$ cat src/design/grouped_free_block_allocator_unit_macros.svh
// assertion macros for the grouped free block allocator
// used by the sequencer, no other dependencies
`ifndef GROUPED_FREE_BLOCK_ALLOCATOR_UNIT_MACROS_SVH
`define GROUPED_FREE_BLOCK_ALLOCATOR_UNIT_MACROS_SVH

// same-cycle implication under synchronous active-low reset
`define GFBA_ASSERT_NOW(lbl, clk, rst_n, ante, cons, msg) \
    lbl: assert property (@(posedge clk) disable iff (!(rst_n)) (ante) |-> (cons)) \
        else $error(msg);

// next-cycle implication under synchronous active-low reset
`define GFBA_ASSERT_NEXT(lbl, clk, rst_n, ante, cons, msg) \
    lbl: assert property (@(posedge clk) disable iff (!(rst_n)) (ante) |=> (cons)) \
        else $error(msg);

`endif

$ cat src/design/gfba_pkg.sv
`timescale 1ns / 1ps
// constants, codes and shared structs of the grouped free block allocator
// no dependencies
package gfba_pkg;

    localparam int FREE_STACK_DEPTH = 16;
    localparam int BLOCK_COUNT      = 512;
    localparam int RESERVED_BLOCKS  = 3;

    localparam int WORD_W  = 16;
    localparam int IDX_W   = $clog2(FREE_STACK_DEPTH);
    localparam int TOP_W   = $clog2(FREE_STACK_DEPTH + 1);
    localparam int LEN_W   = TOP_W;
    localparam int BLK_W   = $clog2(BLOCK_COUNT);
    localparam int WADDR_W = $clog2(BLOCK_COUNT * FREE_STACK_DEPTH);

    localparam logic [WORD_W:0] BLOCK_LIMIT = (WORD_W + 1)'(BLOCK_COUNT);

    localparam logic CMD_ALLOC = 1'b0;
    localparam logic CMD_FREE  = 1'b1;

    localparam logic [1:0] ST_OK       = 2'd0;
    localparam logic [1:0] ST_FULL     = 2'd1;
    localparam logic [1:0] ST_RESERVED = 2'd2;
    localparam logic [1:0] ST_RANGE    = 2'd3;

    typedef struct packed {
        logic                word_we;
        logic                word_re;
        logic [WADDR_W-1:0]  word_addr;
        logic [WORD_W-1:0]   word_wdata;
        logic                len_we;
        logic                len_re;
        logic [BLK_W-1:0]    len_addr;
        logic [LEN_W-1:0]    len_wdata;
    } t_store_req;

    typedef struct packed {
        logic [WORD_W-1:0] word_rdata;
        logic [LEN_W-1:0]  len_rdata;
        logic              busy;
    } t_store_rsp;

    typedef struct packed {
        logic              valid;
        logic [WORD_W-1:0] blk;
        logic [1:0]        status;
    } t_result;

endpackage

$ cat src/design/gfba_seq.sv
`timescale 1ns / 1ps
// sequencer: free stack, free count and the step-by-step group save and reload
// depends on gfba_pkg and the assertion macro header
`include "grouped_free_block_allocator_unit_macros.svh"

module gfba_seq (
    input  logic                        i_clk,
    input  logic                        i_rst_n,
    input  logic                        i_start,
    input  logic                        i_cmd,
    input  logic [gfba_pkg::WORD_W-1:0] i_blk,
    output logic                        o_idle,
    output gfba_pkg::t_result           o_res,
    input  logic                        i_res_ready,
    output gfba_pkg::t_store_req        o_req,
    input  gfba_pkg::t_store_rsp        i_rsp
);

    localparam logic [2:0] S_IDLE = 3'd0;
    localparam logic [2:0] S_EXEC = 3'd1;
    localparam logic [2:0] S_LEN  = 3'd2;
    localparam logic [2:0] S_LOAD = 3'd3;
    localparam logic [2:0] S_SAVE = 3'd4;
    localparam logic [2:0] S_DONE = 3'd5;

    localparam int DEPTH = gfba_pkg::FREE_STACK_DEPTH;
    localparam int IDX_W = gfba_pkg::IDX_W;
    localparam int TOP_W = gfba_pkg::TOP_W;
    localparam int WW    = gfba_pkg::WORD_W;
    localparam int AW    = gfba_pkg::WADDR_W;
    localparam int BW    = gfba_pkg::BLK_W;

    logic [2:0]                  r_state, n_state;
    logic                        r_cmd, n_cmd;
    logic [WW-1:0]               r_blk, n_blk;
    logic [TOP_W-1:0]            r_top, n_top;
    logic [WW-1:0]               r_count, n_count;
    logic [IDX_W-1:0]            r_idx, n_idx;
    logic [gfba_pkg::LEN_W-1:0]  r_len, n_len;
    logic [AW-1:0]               r_base, n_base;
    logic [WW-1:0]               r_res_blk, n_res_blk;
    logic [1:0]                  r_res_status, n_res_status;
    logic [WW-1:0]               r_stack [DEPTH];

    logic [IDX_W-1:0]            rd_idx;
    logic [WW-1:0]               stk_val;
    logic                        stk_we;
    logic [IDX_W-1:0]            stk_widx;
    logic [WW-1:0]               stk_wdata;
    logic                        stk_bad;
    logic                        blk_reserved;
    logic                        blk_range;
    logic [WW-1:0]               count_inc;
    logic [gfba_pkg::LEN_W-1:0]  len_rd;

    assign rd_idx  = (r_state == S_SAVE) ? (IDX_W'(DEPTH - 1) - r_idx) : r_top[IDX_W-1:0];
    assign stk_val = r_stack[rd_idx];
    assign stk_bad = (stk_val < WW'(gfba_pkg::RESERVED_BLOCKS))
                   || ({1'b0, stk_val} >= gfba_pkg::BLOCK_LIMIT);
    assign blk_reserved = r_blk < WW'(gfba_pkg::RESERVED_BLOCKS);
    assign blk_range    = {1'b0, r_blk} >= gfba_pkg::BLOCK_LIMIT;
    assign count_inc    = (r_count == '1) ? r_count : (r_count + WW'(1));
    assign len_rd       = i_rsp.len_rdata;

    always_comb begin
        n_state      = r_state;
        n_cmd        = r_cmd;
        n_blk        = r_blk;
        n_top        = r_top;
        n_count      = r_count;
        n_idx        = r_idx;
        n_len        = r_len;
        n_base       = r_base;
        n_res_blk    = r_res_blk;
        n_res_status = r_res_status;
        stk_we       = 1'b0;
        stk_widx     = '0;
        stk_wdata    = r_blk;
        o_req        = '0;

        unique case (r_state)
            S_IDLE: begin
                if (i_start) begin
                    n_cmd   = i_cmd;
                    n_blk   = i_blk;
                    n_state = S_EXEC;
                end
            end
            S_EXEC: begin
                n_state      = S_DONE;
                n_res_blk    = '0;
                n_res_status = gfba_pkg::ST_OK;
                if (r_cmd == gfba_pkg::CMD_ALLOC) begin
                    priority if (r_count == '0) begin
                        n_res_status = gfba_pkg::ST_FULL;
                    end else if (r_top >= TOP_W'(DEPTH) || stk_bad) begin
                        n_count      = '0;
                        n_res_status = gfba_pkg::ST_FULL;
                    end else if (r_top == TOP_W'(DEPTH - 1)) begin
                        n_blk          = stk_val;
                        n_base         = AW'(AW'(stk_val[BW-1:0]) * AW'(DEPTH));
                        o_req.len_re   = 1'b1;
                        o_req.len_addr = stk_val[BW-1:0];
                        n_state        = S_LEN;
                    end else begin
                        n_top     = r_top + TOP_W'(1);
                        n_count   = r_count - WW'(1);
                        n_res_blk = stk_val;
                    end
                end else begin
                    priority if (blk_reserved) begin
                        n_res_status = gfba_pkg::ST_RESERVED;
                    end else if (blk_range) begin
                        n_res_status = gfba_pkg::ST_RANGE;
                    end else if (r_top == '0) begin
                        n_base  = AW'(AW'(r_blk[BW-1:0]) * AW'(DEPTH));
                        n_idx   = '0;
                        n_state = S_SAVE;
                    end else if (r_top >= TOP_W'(DEPTH)) begin
                        o_req.len_we    = 1'b1;
                        o_req.len_addr  = r_blk[BW-1:0];
                        o_req.len_wdata = '0;
                        n_top           = TOP_W'(DEPTH - 1);
                        stk_we          = 1'b1;
                        stk_widx        = IDX_W'(DEPTH - 1);
                        n_count         = count_inc;
                    end else begin
                        n_top    = r_top - TOP_W'(1);
                        stk_we   = 1'b1;
                        stk_widx = IDX_W'(r_top - TOP_W'(1));
                        n_count  = count_inc;
                    end
                end
            end
            S_LEN: begin
                if (len_rd == '0 || len_rd > gfba_pkg::LEN_W'(DEPTH)) begin
                    n_count      = '0;
                    n_top        = TOP_W'(DEPTH);
                    n_res_blk    = r_blk;
                    n_res_status = gfba_pkg::ST_OK;
                    n_state      = S_DONE;
                end else begin
                    n_len           = len_rd;
                    n_idx           = '0;
                    o_req.word_re   = 1'b1;
                    o_req.word_addr = r_base;
                    n_state         = S_LOAD;
                end
            end
            S_LOAD: begin
                stk_we    = 1'b1;
                stk_widx  = IDX_W'(DEPTH - 1) - r_idx;
                stk_wdata = i_rsp.word_rdata;
                if (TOP_W'(r_idx) == r_len - TOP_W'(1)) begin
                    n_top        = TOP_W'(DEPTH) - r_len;
                    n_count      = r_count - WW'(1);
                    n_res_blk    = r_blk;
                    n_res_status = gfba_pkg::ST_OK;
                    n_state      = S_DONE;
                end else begin
                    n_idx           = r_idx + IDX_W'(1);
                    o_req.word_re   = 1'b1;
                    o_req.word_addr = r_base + AW'(n_idx);
                end
            end
            S_SAVE: begin
                o_req.word_we    = 1'b1;
                o_req.word_addr  = r_base + AW'(r_idx);
                o_req.word_wdata = stk_val;
                if (r_idx == IDX_W'(DEPTH - 1)) begin
                    o_req.len_we    = 1'b1;
                    o_req.len_addr  = r_blk[BW-1:0];
                    o_req.len_wdata = gfba_pkg::LEN_W'(DEPTH);
                    n_top           = TOP_W'(DEPTH - 1);
                    stk_we          = 1'b1;
                    stk_widx        = IDX_W'(DEPTH - 1);
                    n_count         = count_inc;
                    n_res_blk       = '0;
                    n_res_status    = gfba_pkg::ST_OK;
                    n_state         = S_DONE;
                end else begin
                    n_idx = r_idx + IDX_W'(1);
                end
            end
            S_DONE: begin
                if (i_res_ready) begin
                    n_state = S_IDLE;
                end
            end
            default: begin
                n_state = S_IDLE;
            end
        endcase
    end

    always_ff @(posedge i_clk) begin
        if (!i_rst_n) begin
            r_state <= S_IDLE;
            r_top   <= TOP_W'(DEPTH);
            r_count <= '0;
        end else begin
            r_state <= n_state;
            r_top   <= n_top;
            r_count <= n_count;
        end
    end

    always_ff @(posedge i_clk) begin
        r_cmd        <= n_cmd;
        r_blk        <= n_blk;
        r_idx        <= n_idx;
        r_len        <= n_len;
        r_base       <= n_base;
        r_res_blk    <= n_res_blk;
        r_res_status <= n_res_status;
        if (stk_we) begin
            r_stack[stk_widx] <= stk_wdata;
        end
    end

    assign o_idle       = (r_state == S_IDLE);
    assign o_res.valid  = (r_state == S_DONE);
    assign o_res.blk    = r_res_blk;
    assign o_res.status = r_res_status;

    `GFBA_ASSERT_NOW(a_top_range, i_clk, i_rst_n, 1'b1, r_top <= TOP_W'(DEPTH), "stack top past empty mark")
    `GFBA_ASSERT_NOW(a_save_full, i_clk, i_rst_n, r_state == S_SAVE, r_top == '0, "group save with stack not full")
    `GFBA_ASSERT_NOW(a_load_len, i_clk, i_rst_n, r_state == S_LOAD, (r_len != '0) && (r_len <= gfba_pkg::LEN_W'(DEPTH)), "reload with bad group length")
    `GFBA_ASSERT_NOW(a_fail_zero, i_clk, i_rst_n, (r_state == S_DONE) && (r_res_status != gfba_pkg::ST_OK), r_res_blk == '0, "failed item carries a block number")
    `GFBA_ASSERT_NEXT(a_count_zero, i_clk, i_rst_n, (r_state == S_EXEC) && (r_cmd == gfba_pkg::CMD_ALLOC) && (n_res_status == gfba_pkg::ST_FULL), r_count == '0, "full report left a nonzero count")

endmodule

$ cat config.mk
export PLATFORM = sky130hd
export DESIGN_NAME = gfba_seq
export DESIGN_NICKNAME = d
export VERILOG_FILES = /design/src/design/gfba_pkg.sv /design/src/design/gfba_seq.sv
export VERILOG_INCLUDE_DIRS = /design/src /design/src/design
export SDC_FILE = /design/constraint.sdc
export NUM_CORES = 1
export LEC_CHECK = 0
export BUFFER_PORTS_ARGS = -buffer_cell sky130_fd_sc_hd__buf_2
export CAP_MARGIN = 0
export CORE_ASPECT_RATIO = 0.6
export CORE_MARGIN = 8
export CORE_UTILIZATION = 35
export CTS_CLUSTER_DIAMETER = 30
export CTS_CLUSTER_SIZE = 40
export DETAILED_ROUTE_END_ITERATION = 12
export PLACE_DENSITY = 0.63
export SYNTH_ARGS = -nofsm -noshare
export SYNTH_HDL_FRONTEND = slang
export SYNTH_SLANG_ARGS = --single-unit
$ cat constraint.sdc
create_clock -name i_clk -period 6 [get_ports i_clk]
set_input_delay 0.3 -clock i_clk [delete_from_list [all_inputs] [get_ports i_clk]]
set_output_delay 0.3 -clock i_clk [all_outputs]
set_load 0.005 [all_outputs]
==> run_summary.xml, run 1 <==
<?xml version="1.0" encoding="UTF-8"?>
<metrics>
  <group name="outcome">
    <metric name="outcome" unit="">finished, final reports clean</metric>
  </group>
  <group name="floorplan">
    <metric name="top_level_ports" unit="">110</metric>
    <metric name="start_util" unit="%">35.4</metric>
    <metric name="design.die.area" unit="um2">52700</metric>
    <metric name="rows" unit="">60</metric>
    <metric name="die_height" unit="um">181</metric>
    <metric name="core" unit="um2">44800</metric>
    <metric name="die_w" unit="um">291</metric>
  </group>
  <group name="placed_design">
    <metric name="port_buffers" unit="">104</metric>
    <metric name="place.detailed.hpwl" unit="mm">33.6</metric>
    <metric name="postPlaceCellArea" unit="um2">17200</metric>
    <metric name="globalplace.congestion" unit="">0.884</metric>
  </group>
  <group name="critical_path">
    <metric name="worst-path-stages" unit="">12</metric>
    <metric name="cp_data_required_time" unit="ns">5.70</metric>
    <metric name="critical_path.cell_chain" unit="">or3b_4 &gt; inv_4 &gt; o21ai_4 &gt; buf_4 &gt; nand2_1 &gt; o221ai_1 &gt; a41oi_1 &gt; nand4_4 &gt; nand3_2 &gt; nor3_2 &gt; a22o_1 &gt; buf_2</metric>
    <metric name="cp_max_fo" unit="">26</metric>
    <metric name="critical-path-max-stage-delay" unit="ns">0.81</metric>
    <metric name="worst_r2r_path_depth" unit="">11</metric>
    <metric name="worst_path_max_delay_cell" unit="">sky130_fd_sc_hd__o21ai_4</metric>
    <metric name="worst-path-buf-inv" unit="">3</metric>
    <metric name="worst_ep_arrival_time" unit="ns">5.24</metric>
    <metric name="startpoint_type" unit="">flop</metric>
    <metric name="critical-path-top-delay-family" unit="">compound AO/OA/AOI/OAI gates</metric>
    <metric name="path_class" unit="">reg -&gt; out</metric>
    <metric name="worst_setup_path_end_kind" unit="">output port</metric>
  </group>
  <group name="cells_and_area">
    <metric name="fraction_of_final_layout_cells_sized_beyond_drive_strength_1" unit="%">20.4</metric>
    <metric name="finalInstanceArea" unit="um2">18700</metric>
    <metric name="mostFrequentLayoutCell" unit="">sky130_fd_sc_hd__edfxtp_1</metric>
    <metric name="fin_util" unit="%">41.6</metric>
    <metric name="multiInputGateArea" unit="um2">5550</metric>
    <metric name="antenna_cells_inserted" unit="">0</metric>
    <metric name="seq_area" unit="um2">9760</metric>
    <metric name="most-common-layout-cells" unit="">sky130_fd_sc_hd__edfxtp_1 (309), sky130_fd_sc_hd__nand2_1 (201), sky130_fd_sc_hd__buf_2 (104)</metric>
    <metric name="area_growth_syn_to_layout" unit="%">17.5</metric>
    <metric name="num-nets-final" unit="">1517</metric>
    <metric name="fillCellCount" unit="">4115</metric>
  </group>
  <group name="clock_tree">
    <metric name="cts_buffers" unit="">42</metric>
    <metric name="clock_insertion_delay_worst_skew" unit="ns">0.56</metric>
    <metric name="postCtsSetupRepairBufs" unit="">0</metric>
    <metric name="clock_sink_count" unit="">333</metric>
    <metric name="cts.reportedPaths.clkPinSlew" unit="ns">0.06</metric>
    <metric name="max-clock-path-buffers" unit="">3</metric>
    <metric name="tritoncts_clock_tree" unit="">done</metric>
    <metric name="clock_tree.htree_level_count" unit="">2</metric>
    <metric name="cts_root_buf" unit="">sky130_fd_sc_hd__clkbuf_16</metric>
  </group>
  <group name="power_and_ir_drop">
    <metric name="total_leakage_power" unit="nW">6.74</metric>
    <metric name="power_density" unit="nW/um2">370</metric>
    <metric name="vdd_ir_drop_max" unit="uV">182</metric>
  </group>
  <group name="routing">
    <metric name="first_pass_iters" unit="">6</metric>
    <metric name="route.detailed.vias_per_inst" unit="">5.86</metric>
    <metric name="route.top_layer_used" unit="">met4</metric>
    <metric name="met2_wirelength" unit="mm">20.5</metric>
    <metric name="num_vias" unit="">12222</metric>
    <metric name="number_of_drc_violations_after_detailed_routing" unit="">0</metric>
    <metric name="drt_wl_total" unit="mm">50.4</metric>
    <metric name="drt_first_iter_violations" unit="">1683</metric>
    <metric name="detail_route.wl_per_cell" unit="um">24.1</metric>
    <metric name="met1_length" unit="mm">22.6</metric>
    <metric name="met3RoutedLength" unit="mm">6.31</metric>
    <metric name="antenna_left" unit="">0</metric>
  </group>
  <group name="grt">
    <metric name="grt_util_all_layers" unit="%">18.5</metric>
    <metric name="vias_in_the_first_global_route" unit="">11775</metric>
    <metric name="gr-total-overflow" unit="">0</metric>
    <metric name="antenna_found_initial" unit="">0</metric>
    <metric name="global_route_wire_length_before_repair" unit="mm">75.6</metric>
    <metric name="grt_start_max_net_pins" unit="">49</metric>
  </group>
  <group name="sta">
    <metric name="max_transition_margin" unit="%">18.9</metric>
    <metric name="timing_max_transition_violations_final" unit="">0</metric>
    <metric name="worst_slew_pin_slew" unit="ns">1.22</metric>
    <metric name="finClkSkew" unit="ns">0.0331</metric>
    <metric name="final-setup-viol-count" unit="">0</metric>
    <metric name="period_minus_ws_final" unit="ns">5.54</metric>
    <metric name="share_of_the_clock_period_used_by_the_worst_path_after_layout" unit="%">92.3</metric>
    <metric name="hold_viol_final" unit="">0</metric>
    <metric name="finalSetupTns" unit="ns">0</metric>
    <metric name="grt_setup_unrepaired" unit="">false</metric>
    <metric name="max_freq" unit="GHz">0.181</metric>
  </group>
  <group name="synthesis">
    <metric name="synth-seq-cells" unit="">333</metric>
    <metric name="syn_area_per_cell" unit="um2">11.8</metric>
    <metric name="primary_flip_flop_cell_chosen_by_synthesis_mapping" unit="">sky130_fd_sc_hd__edfxtp_1</metric>
    <metric name="ys_async_sr_fraction" unit="%">0</metric>
    <metric name="synthesis.area" unit="um2">15900</metric>
    <metric name="yosysUniqueCellTypes" unit="">89</metric>
    <metric name="synthCells" unit="">1344</metric>
    <metric name="synth-seq-area-share" unit="%">61.5</metric>
    <metric name="synth_enable_flop_cells" unit="">309</metric>
    <metric name="synthesis.yosys.warnings" unit="">0</metric>
  </group>
  <group name="hold_path">
    <metric name="hp-class" unit="">in -&gt; reg</metric>
    <metric name="hold_depth" unit="">3</metric>
  </group>
  <group name="job">
    <metric name="timing.max_cap.violations" unit="">0</metric>
  </group>
</metrics>
-- metal layers --
layer,GRT usage [%],up-vias
li1,-,5349
met2,25.6,762
met4,4.17,0
met1,28.1,6033
met3,5.18,78
met5,0,-
-- synth_stat cells, drive strengths merged (9+ instances only) --
| library cell | count | area share (%) |
|---|---|---|
| edfxtp | 309 | 58 |
| nand2 | 202 | 4.8 |
| a21oi | 73 | 2.4 |
| nor2 | 66 | 1.6 |
| o21ai | 57 | 1.8 |
| o211ai | 55 | 2.7 |
| clkbuf | 53 | 1.3 |
| and2 | 43 | 1.7 |
| buf | 43 | 1.9 |
| inv | 42 | 1.0 |
| nand3 | 35 | 1.1 |
| nor3 | 28 | 0.91 |
| mux2i | 26 | 1.6 |
| dfxtp | 24 | 3.0 |
| a221oi | 21 | 1.2 |
| nor2b | 21 | 0.83 |
| a211oi | 19 | 0.90 |
| mux2 | 16 | 1.1 |
| a22o | 14 | 0.77 |
| a31oi | 13 | 0.70 |
| nand2b | 12 | 0.47 |
| a22oi | 11 | 0.52 |
| o221ai | 11 | 0.61 |
| xnor2 | 10 | 0.55 |
| o2111ai | 9 | 0.50 |
-- power breakdown --
part / leakage [nW] / total (mW) / internal (mW) / switching, mW
clock network: 0.667 / 2.56 / 1.50 / 1.06
registers: 3.00 / 2.75 / 2.69 / 0.0668
logic: 3.08 / 1.60 / 0.513 / 1.08
-- kinds of logic after synthesis --
group / synth area share, %
flops: 61.5
mux: 2.77
fa+ha+maj: 0.630
compound gates: 16.3
simple gates: 13.7
xor+xnor: 0.914
buf+inv: 4.18
other cells: 0.0236
-- metrics by stage --
step / power [mW] / hold slack, ns / std cells / setup slack (ns)
detailed placement: 4.36 / 0.480 / 2005 / 1.09
CTS: 6.90 / 0.00913 / 2087 / 0.514
global placement: 4.33 / 0.479 / 2005 / 1.16
finish: 6.91 / 0.0233 / 2087 / 0.463
floorplan: 3.75 / 0.399 / 1347 / 1.55
global route: 7.14 / 0.0283 / 2087 / 0.0922
-- tightest hold or removal path: cells and delay by family --
family                 cells  cell delay [ns]
buffers and inverters      1             0.08
AND/OR/NAND/NOR            2             0.09
-- layout make-up --
cell class | count | share of cell area, %
flip-flops and latches | 333 | 52.3
multi-input cells | 876 | 29.7
clock buffers | 45 | 5.75
well taps | 589 | 3.95
clock inverters | 31 | 1.80
repair buffers | 171 | 5.63
inverters | 42 | 0.858
-- what timing repair did --
item                                   in CTS  in global routing
endpoints found under the hold margin       6                  0
resized for setup                           0                  0
hold buffers                                6                  0
-- state kept, by name, indices dropped and copies added (netlist names) --
signal	flops
r_base	9
r_blk	16
r_cmd	1
r_count	16
r_idx	4
r_len	5
r_res_blk	16
r_res_status	2
r_stack	256
r_state	3
r_top	5
-- final timing paths --
path,startpoint,end,slack (ns)
worst max-delay path,r_state[0]$_SDFFE_PN0P_,o_req[8],0.46
worst min-delay path,i_blk[0],r_blk[0]$_DFFE_PP_,0.02
worst max register to register,r_state[0]$_SDFFE_PN0P_,r_base[4]$_DFFE_PP_,0.96
worst min register to register,r_count[8]$_SDFFE_PN0P_,r_count[8]$_SDFFE_PN0P_,0.53
No activity file was read; power rests on OpenSTA's default activity.
==> run 2: changes to the inputs <==
clock period = 6.1 ns   (was 6 ns; I/O delays follow)
==> run_summary.xml, run 2 (synthesis results as in run 1) <==
<?xml version="1.0" encoding="UTF-8"?>
<metrics>
  <group name="routing">
    <metric name="number_of_drc_violations_after_detailed_routing" unit="">0</metric>
    <metric name="drt_first_iter_violations" unit="">1567</metric>
    <metric name="num_vias" unit="">12164</metric>
    <metric name="antenna_left" unit="">0</metric>
    <metric name="detail_route.wl_per_cell" unit="um">24.2</metric>
    <metric name="route.detailed.vias_per_inst" unit="">5.84</metric>
    <metric name="drt_wl_total" unit="mm">50.5</metric>
    <metric name="first_pass_iters" unit="">7</metric>
  </group>
  <group name="sta">
    <metric name="worst_slew_pin_slew" unit="ns">1.34</metric>
    <metric name="period_minus_ws_final" unit="ns">5.90</metric>
    <metric name="share_of_the_clock_period_used_by_the_worst_path_after_layout" unit="%">96.8</metric>
    <metric name="fin_ws" unit="ns">0.196</metric>
    <metric name="max_transition_margin" unit="%">10.4</metric>
    <metric name="max_freq" unit="GHz">0.169</metric>
    <metric name="grt_setup_unrepaired" unit="">false</metric>
    <metric name="finalSetupTns" unit="ns">0</metric>
    <metric name="final-setup-viol-count" unit="">0</metric>
    <metric name="finClkSkew" unit="ns">0.0260</metric>
    <metric name="timing_max_transition_violations_final" unit="">0</metric>
    <metric name="hold_viol_final" unit="">0</metric>
  </group>
  <group name="placed_design">
    <metric name="globalplace.congestion" unit="">0.891</metric>
    <metric name="postPlaceCellArea" unit="um2">17200</metric>
    <metric name="post-place-ws" unit="ns">1.01</metric>
    <metric name="place.detailed.hpwl" unit="mm">33.9</metric>
    <metric name="port_buffers" unit="">104</metric>
  </group>
  <group name="clock_tree">
    <metric name="cts_buffers" unit="">40</metric>
    <metric name="clock_insertion_delay_worst_skew" unit="ns">0.55</metric>
    <metric name="max-clock-path-buffers" unit="">3</metric>
    <metric name="postCtsSetupRepairBufs" unit="">0</metric>
    <metric name="clock_tree.htree_level_count" unit="">2</metric>
    <metric name="cts_root_buf" unit="">sky130_fd_sc_hd__clkbuf_16</metric>
    <metric name="tritoncts_clock_tree" unit="">done</metric>
    <metric name="cts_resized" unit="">0</metric>
    <metric name="clock_sink_count" unit="">333</metric>
    <metric name="cts_hold_buffers" unit="">6</metric>
    <metric name="cts.reportedPaths.clkPinSlew" unit="ns">0.06</metric>
  </group>
  <group name="critical_path">
    <metric name="critical-path-top-delay-family" unit="">simple AND/OR/NAND/NOR gates</metric>
    <metric name="startpoint_type" unit="">flop</metric>
    <metric name="cp_max_fo" unit="">31</metric>
    <metric name="worst_path_max_delay_cell" unit="">sky130_fd_sc_hd__a221oi_1</metric>
    <metric name="critical-path-max-stage-delay" unit="ns">0.93</metric>
    <metric name="cp_data_required_time" unit="ns">5.79</metric>
    <metric name="critical-path-top-cell-by-count" unit="">sky130_fd_sc_hd__a22o_1</metric>
    <metric name="worst_ep_arrival_time" unit="ns">5.60</metric>
    <metric name="path_class" unit="">reg -&gt; out</metric>
    <metric name="critical_path.cell_chain" unit="">or3b_4 &gt; inv_4 &gt; o21ai_4 &gt; buf_12 &gt; nand2_1 &gt; a22o_1 &gt; o22ai_1 &gt; a221oi_1 &gt; and4b_1 &gt; nand3_2 &gt; nor3_2 &gt; a22o_1 &gt; buf_2</metric>
    <metric name="worst_setup_path_end_kind" unit="">output port</metric>
    <metric name="worst-path-buf-inv" unit="">3</metric>
  </group>
  <group name="grt">
    <metric name="busiest_layer" unit="">met1</metric>
    <metric name="gr-total-overflow" unit="">0</metric>
    <metric name="global_route.usage.met1" unit="%">27.4</metric>
    <metric name="global_route_wire_length_before_repair" unit="mm">75.0</metric>
    <metric name="grt_start_max_net_pins" unit="">35</metric>
    <metric name="vias_in_the_first_global_route" unit="">11520</metric>
    <metric name="use_met3" unit="%">5.61</metric>
    <metric name="antenna_found_initial" unit="">0</metric>
    <metric name="grt_util_all_layers" unit="%">18.3</metric>
    <metric name="grt_use_met2" unit="%">25.5</metric>
  </group>
  <group name="cells_and_area">
    <metric name="fillCellCount" unit="">4132</metric>
    <metric name="largest_register_ffs" unit="">256</metric>
    <metric name="fraction_of_final_layout_cells_sized_beyond_drive_strength_1" unit="%">20.3</metric>
    <metric name="area_growth_syn_to_layout" unit="%">17.9</metric>
    <metric name="register_with_the_most_flip_flops" unit="">r_stack</metric>
    <metric name="finalInstanceArea" unit="um2">18700</metric>
    <metric name="mostFrequentLayoutCell" unit="">sky130_fd_sc_hd__edfxtp_1</metric>
    <metric name="antenna_cells_inserted" unit="">0</metric>
    <metric name="most-common-layout-cells" unit="">sky130_fd_sc_hd__edfxtp_1 (309), sky130_fd_sc_hd__nand2_1 (201), sky130_fd_sc_hd__buf_2 (104)</metric>
    <metric name="num-nets-final" unit="">1514</metric>
  </group>
  <group name="job">
    <metric name="timing.max_cap.violations" unit="">0</metric>
  </group>
  <group name="power_and_ir_drop">
    <metric name="power_report.internal_total" unit="mW">4.68</metric>
    <metric name="total_leakage_power" unit="nW">6.77</metric>
    <metric name="power.switching" unit="mW">2.19</metric>
    <metric name="power.combinational.fraction" unit="%">23.2</metric>
    <metric name="power_density" unit="nW/um2">367</metric>
    <metric name="power.clock.fraction" unit="%">37.4</metric>
    <metric name="total_power" unit="mW">6.87</metric>
    <metric name="vdd_ir_drop_max" unit="uV">188</metric>
    <metric name="net_sw_share" unit="%">31.9</metric>
    <metric name="share_seq_of_total_power" unit="%">39.4</metric>
  </group>
  <group name="floorplan">
    <metric name="die_height" unit="um">181</metric>
    <metric name="core" unit="um2">44800</metric>
    <metric name="top_level_ports" unit="">110</metric>
    <metric name="start_util" unit="%">35.4</metric>
    <metric name="die_w" unit="um">291</metric>
    <metric name="design.die.area" unit="um2">52700</metric>
    <metric name="rows" unit="">60</metric>
  </group>
  <group name="hold_path">
    <metric name="hp-class" unit="">in -&gt; reg</metric>
  </group>
  <group name="outcome">
    <metric name="outcome" unit="">finished, final reports clean</metric>
  </group>
</metrics>
[run 2: power by group through the flow]
stage | clock network [mW] | registers, mW | logic (mW)
floorplan | 0 | 2.72 | 0.970
global placement | 0 | 2.75 | 1.53
detailed placement | 0 | 2.75 | 1.55
CTS | 2.60 | 2.70 | 1.56
global route | 2.69 | 2.71 | 1.69
finish | 2.57 | 2.71 | 1.59
[run 2: worst paths after layout]
path	start	to	slack (ns)	cells past startpoint
hold / removal	i_blk[1]	r_blk[1]$_DFFE_PP_	0.04	3
setup / recovery	r_state[0]$_SDFFE_PN0P_	o_req[11]	0.20	13
hold reg to reg	r_count[8]$_SDFFE_PN0P_	r_count[8]$_SDFFE_PN0P_	0.52	2
setup reg to reg	r_state[0]$_SDFFE_PN0P_	r_base[7]$_DFFE_PP_	0.84	12
[run 2: worst reg2reg max path: stages (launching register included)]
cell,delay [ns]
sky130_fd_sc_hd__dfxtp_1,0.46
sky130_fd_sc_hd__or3b_4,0.62
sky130_fd_sc_hd__inv_4,0.38
sky130_fd_sc_hd__o21ai_4,0.33
sky130_fd_sc_hd__buf_12,0.30
sky130_fd_sc_hd__nand2_1,0.09
sky130_fd_sc_hd__a22o_1,0.17
sky130_fd_sc_hd__o22ai_1,0.09
sky130_fd_sc_hd__a221oi_1,0.93
sky130_fd_sc_hd__and4b_1,0.60
sky130_fd_sc_hd__nand3_1,0.17
sky130_fd_sc_hd__o21ai_0,0.22
sky130_fd_sc_hd__and3_1,0.54
[run 2: layer usage]
metal / share of wire (%) / up-vias
li1: - / 5344
met1: 44 / 6036
met2: 42 / 706
met3: 12 / 78
met4: 1.9 / 0
met5: 0 / -
[run 2: per-stage QoR]
step / instances / hold slack (ns) / utilization (%)
floorplan: 1347 / 0.404 / -
global placement: 2004 / 0.483 / 38.4
detailed placement: 2004 / 0.495 / 38.4
CTS: 2084 / 0.0257 / 41.8
global route: 2084 / 0.0403 / 41.8
finish: 2084 / 0.0370 / 41.8
[run 2: cell type report]
| class | instances | area, um2 | share of cell area [%] |
|---|---|---|---|
| clock buffer | 44 | 1070 | 5.70 |
| clock inverter | 30 | 377 | 2.01 |
| inverter | 42 | 160 | 0.856 |
| multi-input combinational | 876 | 5550 | 29.6 |
| sequential | 333 | 9760 | 52.1 |
| tap | 589 | 737 | 3.94 |
| timing repair buffer | 170 | 1070 | 5.71 |
==> run 3: changes to the inputs <==
CORE_ASPECT_RATIO = not set   (was 0.6)
CORE_MARGIN = 2   (was 8)
==> run_summary.xml, run 3 (synthesis results as in run 1) <==
<?xml version="1.0" encoding="UTF-8"?>
<metrics>
  <group name="clock_tree">
    <metric name="cts_root_buf" unit="">sky130_fd_sc_hd__clkbuf_16</metric>
    <metric name="postCtsSetupRepairBufs" unit="">0</metric>
    <metric name="cts_buffers" unit="">66</metric>
    <metric name="max-clock-path-buffers" unit="">3</metric>
    <metric name="clock_insertion_delay_worst_skew" unit="ns">0.59</metric>
    <metric name="cts.reportedPaths.clkPinSlew" unit="ns">0.05</metric>
    <metric name="clock_tree.htree_level_count" unit="">3</metric>
    <metric name="tritoncts_clock_tree" unit="">done</metric>
    <metric name="clock_sink_count" unit="">333</metric>
  </group>
  <group name="routing">
    <metric name="antenna_left" unit="">0</metric>
    <metric name="number_of_drc_violations_after_detailed_routing" unit="">0</metric>
    <metric name="first_pass_iters" unit="">7</metric>
    <metric name="route.detailed.vias_per_inst" unit="">5.70</metric>
    <metric name="num_vias" unit="">12192</metric>
    <metric name="detail_route.wl_per_cell" unit="um">22.5</metric>
    <metric name="drt_wl_total" unit="mm">48.2</metric>
    <metric name="drt_first_iter_violations" unit="">1560</metric>
  </group>
  <group name="grt">
    <metric name="use_met3" unit="%">4.35</metric>
    <metric name="grt_start_max_net_pins" unit="">35</metric>
    <metric name="antenna_found_initial" unit="">0</metric>
    <metric name="vias_in_the_first_global_route" unit="">11745</metric>
    <metric name="gr-total-overflow" unit="">0</metric>
    <metric name="global_route_wire_length_before_repair" unit="mm">71.3</metric>
    <metric name="grt_util_all_layers" unit="%">20.0</metric>
    <metric name="busiest_layer" unit="">met2</metric>
    <metric name="global_route.usage.met1" unit="%">25.3</metric>
    <metric name="grt_use_met2" unit="%">32.8</metric>
  </group>
  <group name="sta">
    <metric name="share_of_the_clock_period_used_by_the_worst_path_after_layout" unit="%">96.4</metric>
    <metric name="worst_slew_pin_slew" unit="ns">1.16</metric>
    <metric name="fin_ws" unit="ns">0.218</metric>
    <metric name="finalHoldWorstSlack" unit="ns">0.0189</metric>
    <metric name="max_transition_margin" unit="%">22.3</metric>
    <metric name="finalSetupTns" unit="ns">0</metric>
    <metric name="grt_setup_unrepaired" unit="">false</metric>
    <metric name="finClkSkew" unit="ns">0.0380</metric>
    <metric name="final-setup-viol-count" unit="">0</metric>
    <metric name="max_freq" unit="GHz">0.170</metric>
    <metric name="period_minus_ws_final" unit="ns">5.88</metric>
    <metric name="hold_viol_final" unit="">0</metric>
    <metric name="timing_max_transition_violations_final" unit="">0</metric>
  </group>
  <group name="floorplan">
    <metric name="rows" unit="">78</metric>
    <metric name="die_height" unit="um">217</metric>
    <metric name="start_util" unit="%">35.2</metric>
    <metric name="core" unit="um2">45100</metric>
    <metric name="top_level_ports" unit="">110</metric>
    <metric name="die_w" unit="um">217</metric>
    <metric name="design.die.area" unit="um2">47100</metric>
  </group>
  <group name="outcome">
    <metric name="outcome" unit="">finished, final reports clean</metric>
  </group>
  <group name="critical_path">
    <metric name="critical_path.cell_chain" unit="">or3b_4 &gt; inv_4 &gt; o21ai_4 &gt; o211ai_1 &gt; a21oi_1 &gt; o32ai_1 &gt; buf_4 &gt; nor4_1 &gt; and4b_1 &gt; nand3_2 &gt; nor3_2 &gt; a22o_1 &gt; buf_2</metric>
    <metric name="critical-path-top-delay-family" unit="">simple AND/OR/NAND/NOR gates</metric>
    <metric name="worst_ep_arrival_time" unit="ns">5.58</metric>
    <metric name="cp_max_fo" unit="">29</metric>
    <metric name="startpoint_type" unit="">flop</metric>
    <metric name="worst_r2r_path_depth" unit="">13</metric>
    <metric name="r2r_end" unit="">r_count[4]$_SDFFE_PN0P_</metric>
    <metric name="r2r_setup_slack" unit="ns">0.86</metric>
    <metric name="worst-path-buf-inv" unit="">3</metric>
    <metric name="worst_setup_path_end_kind" unit="">output port</metric>
    <metric name="crit_path_start" unit="">r_state[0]$_SDFFE_PN0P_</metric>
    <metric name="worst_path_max_delay_cell" unit="">sky130_fd_sc_hd__and4b_1</metric>
    <metric name="r2r_start" unit="">r_state[0]$_SDFFE_PN0P_</metric>
    <metric name="critical-path-max-stage-delay" unit="ns">0.66</metric>
    <metric name="cp_data_required_time" unit="ns">5.79</metric>
    <metric name="endpoint" unit="">o_req[6]</metric>
    <metric name="path_class" unit="">reg -&gt; out</metric>
    <metric name="worst-path-stages" unit="">13</metric>
  </group>
  <group name="power_and_ir_drop">
    <metric name="power_density" unit="nW/um2">398</metric>
    <metric name="total_leakage_power" unit="nW">7.14</metric>
    <metric name="vdd_ir_drop_max" unit="uV">191</metric>
    <metric name="total_power" unit="mW">7.77</metric>
  </group>
  <group name="placed_design">
    <metric name="post-place-ws" unit="ns">0.753</metric>
    <metric name="globalplace.congestion" unit="">0.874</metric>
    <metric name="port_buffers" unit="">104</metric>
    <metric name="place.detailed.hpwl" unit="mm">30.2</metric>
  </group>
  <group name="cells_and_area">
    <metric name="register_with_the_most_flip_flops" unit="">r_stack</metric>
    <metric name="largest_register_ffs" unit="">256</metric>
    <metric name="num-nets-final" unit="">1541</metric>
    <metric name="mostFrequentLayoutCell" unit="">sky130_fd_sc_hd__edfxtp_1</metric>
    <metric name="antenna_cells_inserted" unit="">0</metric>
    <metric name="area_growth_syn_to_layout" unit="%">22.9</metric>
    <metric name="fraction_of_final_layout_cells_sized_beyond_drive_strength_1" unit="%">21.5</metric>
    <metric name="most-common-layout-cells" unit="">sky130_fd_sc_hd__edfxtp_1 (309), sky130_fd_sc_hd__nand2_1 (201), sky130_fd_sc_hd__buf_2 (104)</metric>
  </group>
  <group name="hold_path">
    <metric name="hp-class" unit="">in -&gt; reg</metric>
  </group>
  <group name="job">
    <metric name="timing.max_cap.violations" unit="">0</metric>
  </group>
</metrics>
[run 3: how the worst min path moves through the flow]
stage | to | slack, ns | cells after the start | from
after CTS | r_blk[15]$_DFFE_PP_ | 0.001 | 3 | i_blk[15]
final | r_blk[15]$_DFFE_PP_ | 0.02 | 3 | i_blk[15]
after global placement | r_cmd$_DFFE_PP_ | 0.49 | 1 | i_cmd
after detailed placement | r_cmd$_DFFE_PP_ | 0.49 | 1 | i_cmd
after global routing | r_blk[15]$_DFFE_PP_ | 0.009 | 3 | i_blk[15]
after floorplan | r_cmd$_DFFE_PP_ | 0.40 | 0 | i_cmd
[run 3: through the flow]
stage	cell area, um2	util [%]	std cells
finish	19500	43.3	2139
global route	19500	43.3	2139
CTS	19500	43.2	2138
detailed placement	17200	38.0	2009
global placement	17200	38.0	2009
floorplan	15900	-	1347
[run 3: tightest hold or removal path: stages]
cell and delay (ns):
sky130_fd_sc_hd__buf_2 0.09, sky130_fd_sc_hd__nand2_1 0.04, sky130_fd_sc_hd__nand2_1 0.05
[run 3: layout make-up]
cell class                 count  area [um2]
timing repair buffer         170        1060
inverter                      42         160
multi-input combinational    877        5570
tap                          600         751
clock buffer                  74        1720
fill                        4157       25600
sequential                   333        9760
clock inverter                43         495
[run 3: timing repair]
action                                 4_1_cts  5_1_grt
endpoints found under the hold margin       12        0
setup endpoints to repair                    0        5
hold buffers                                12        0
gates resized for setup                      0        2
[run 3: report_power, final]
| part | internal (mW) | switching [mW] |
|---|---|---|
| logic | 0.492 | 1.01 |
| clock network | 2.31 | 1.24 |
| registers | 2.65 | 0.0693 |
| total | 5.45 | 2.32 |
[run 3: per-layer routing]
| layer | share of wire, % | vias to the layer above |
|---|---|---|
| met3 | 8.9 | 119 |
| met4 | 3.7 | 0 |
| met5 | 0 | - |
| li1 | - | 5402 |
| met1 | 40 | 6027 |
| met2 | 47 | 644 |
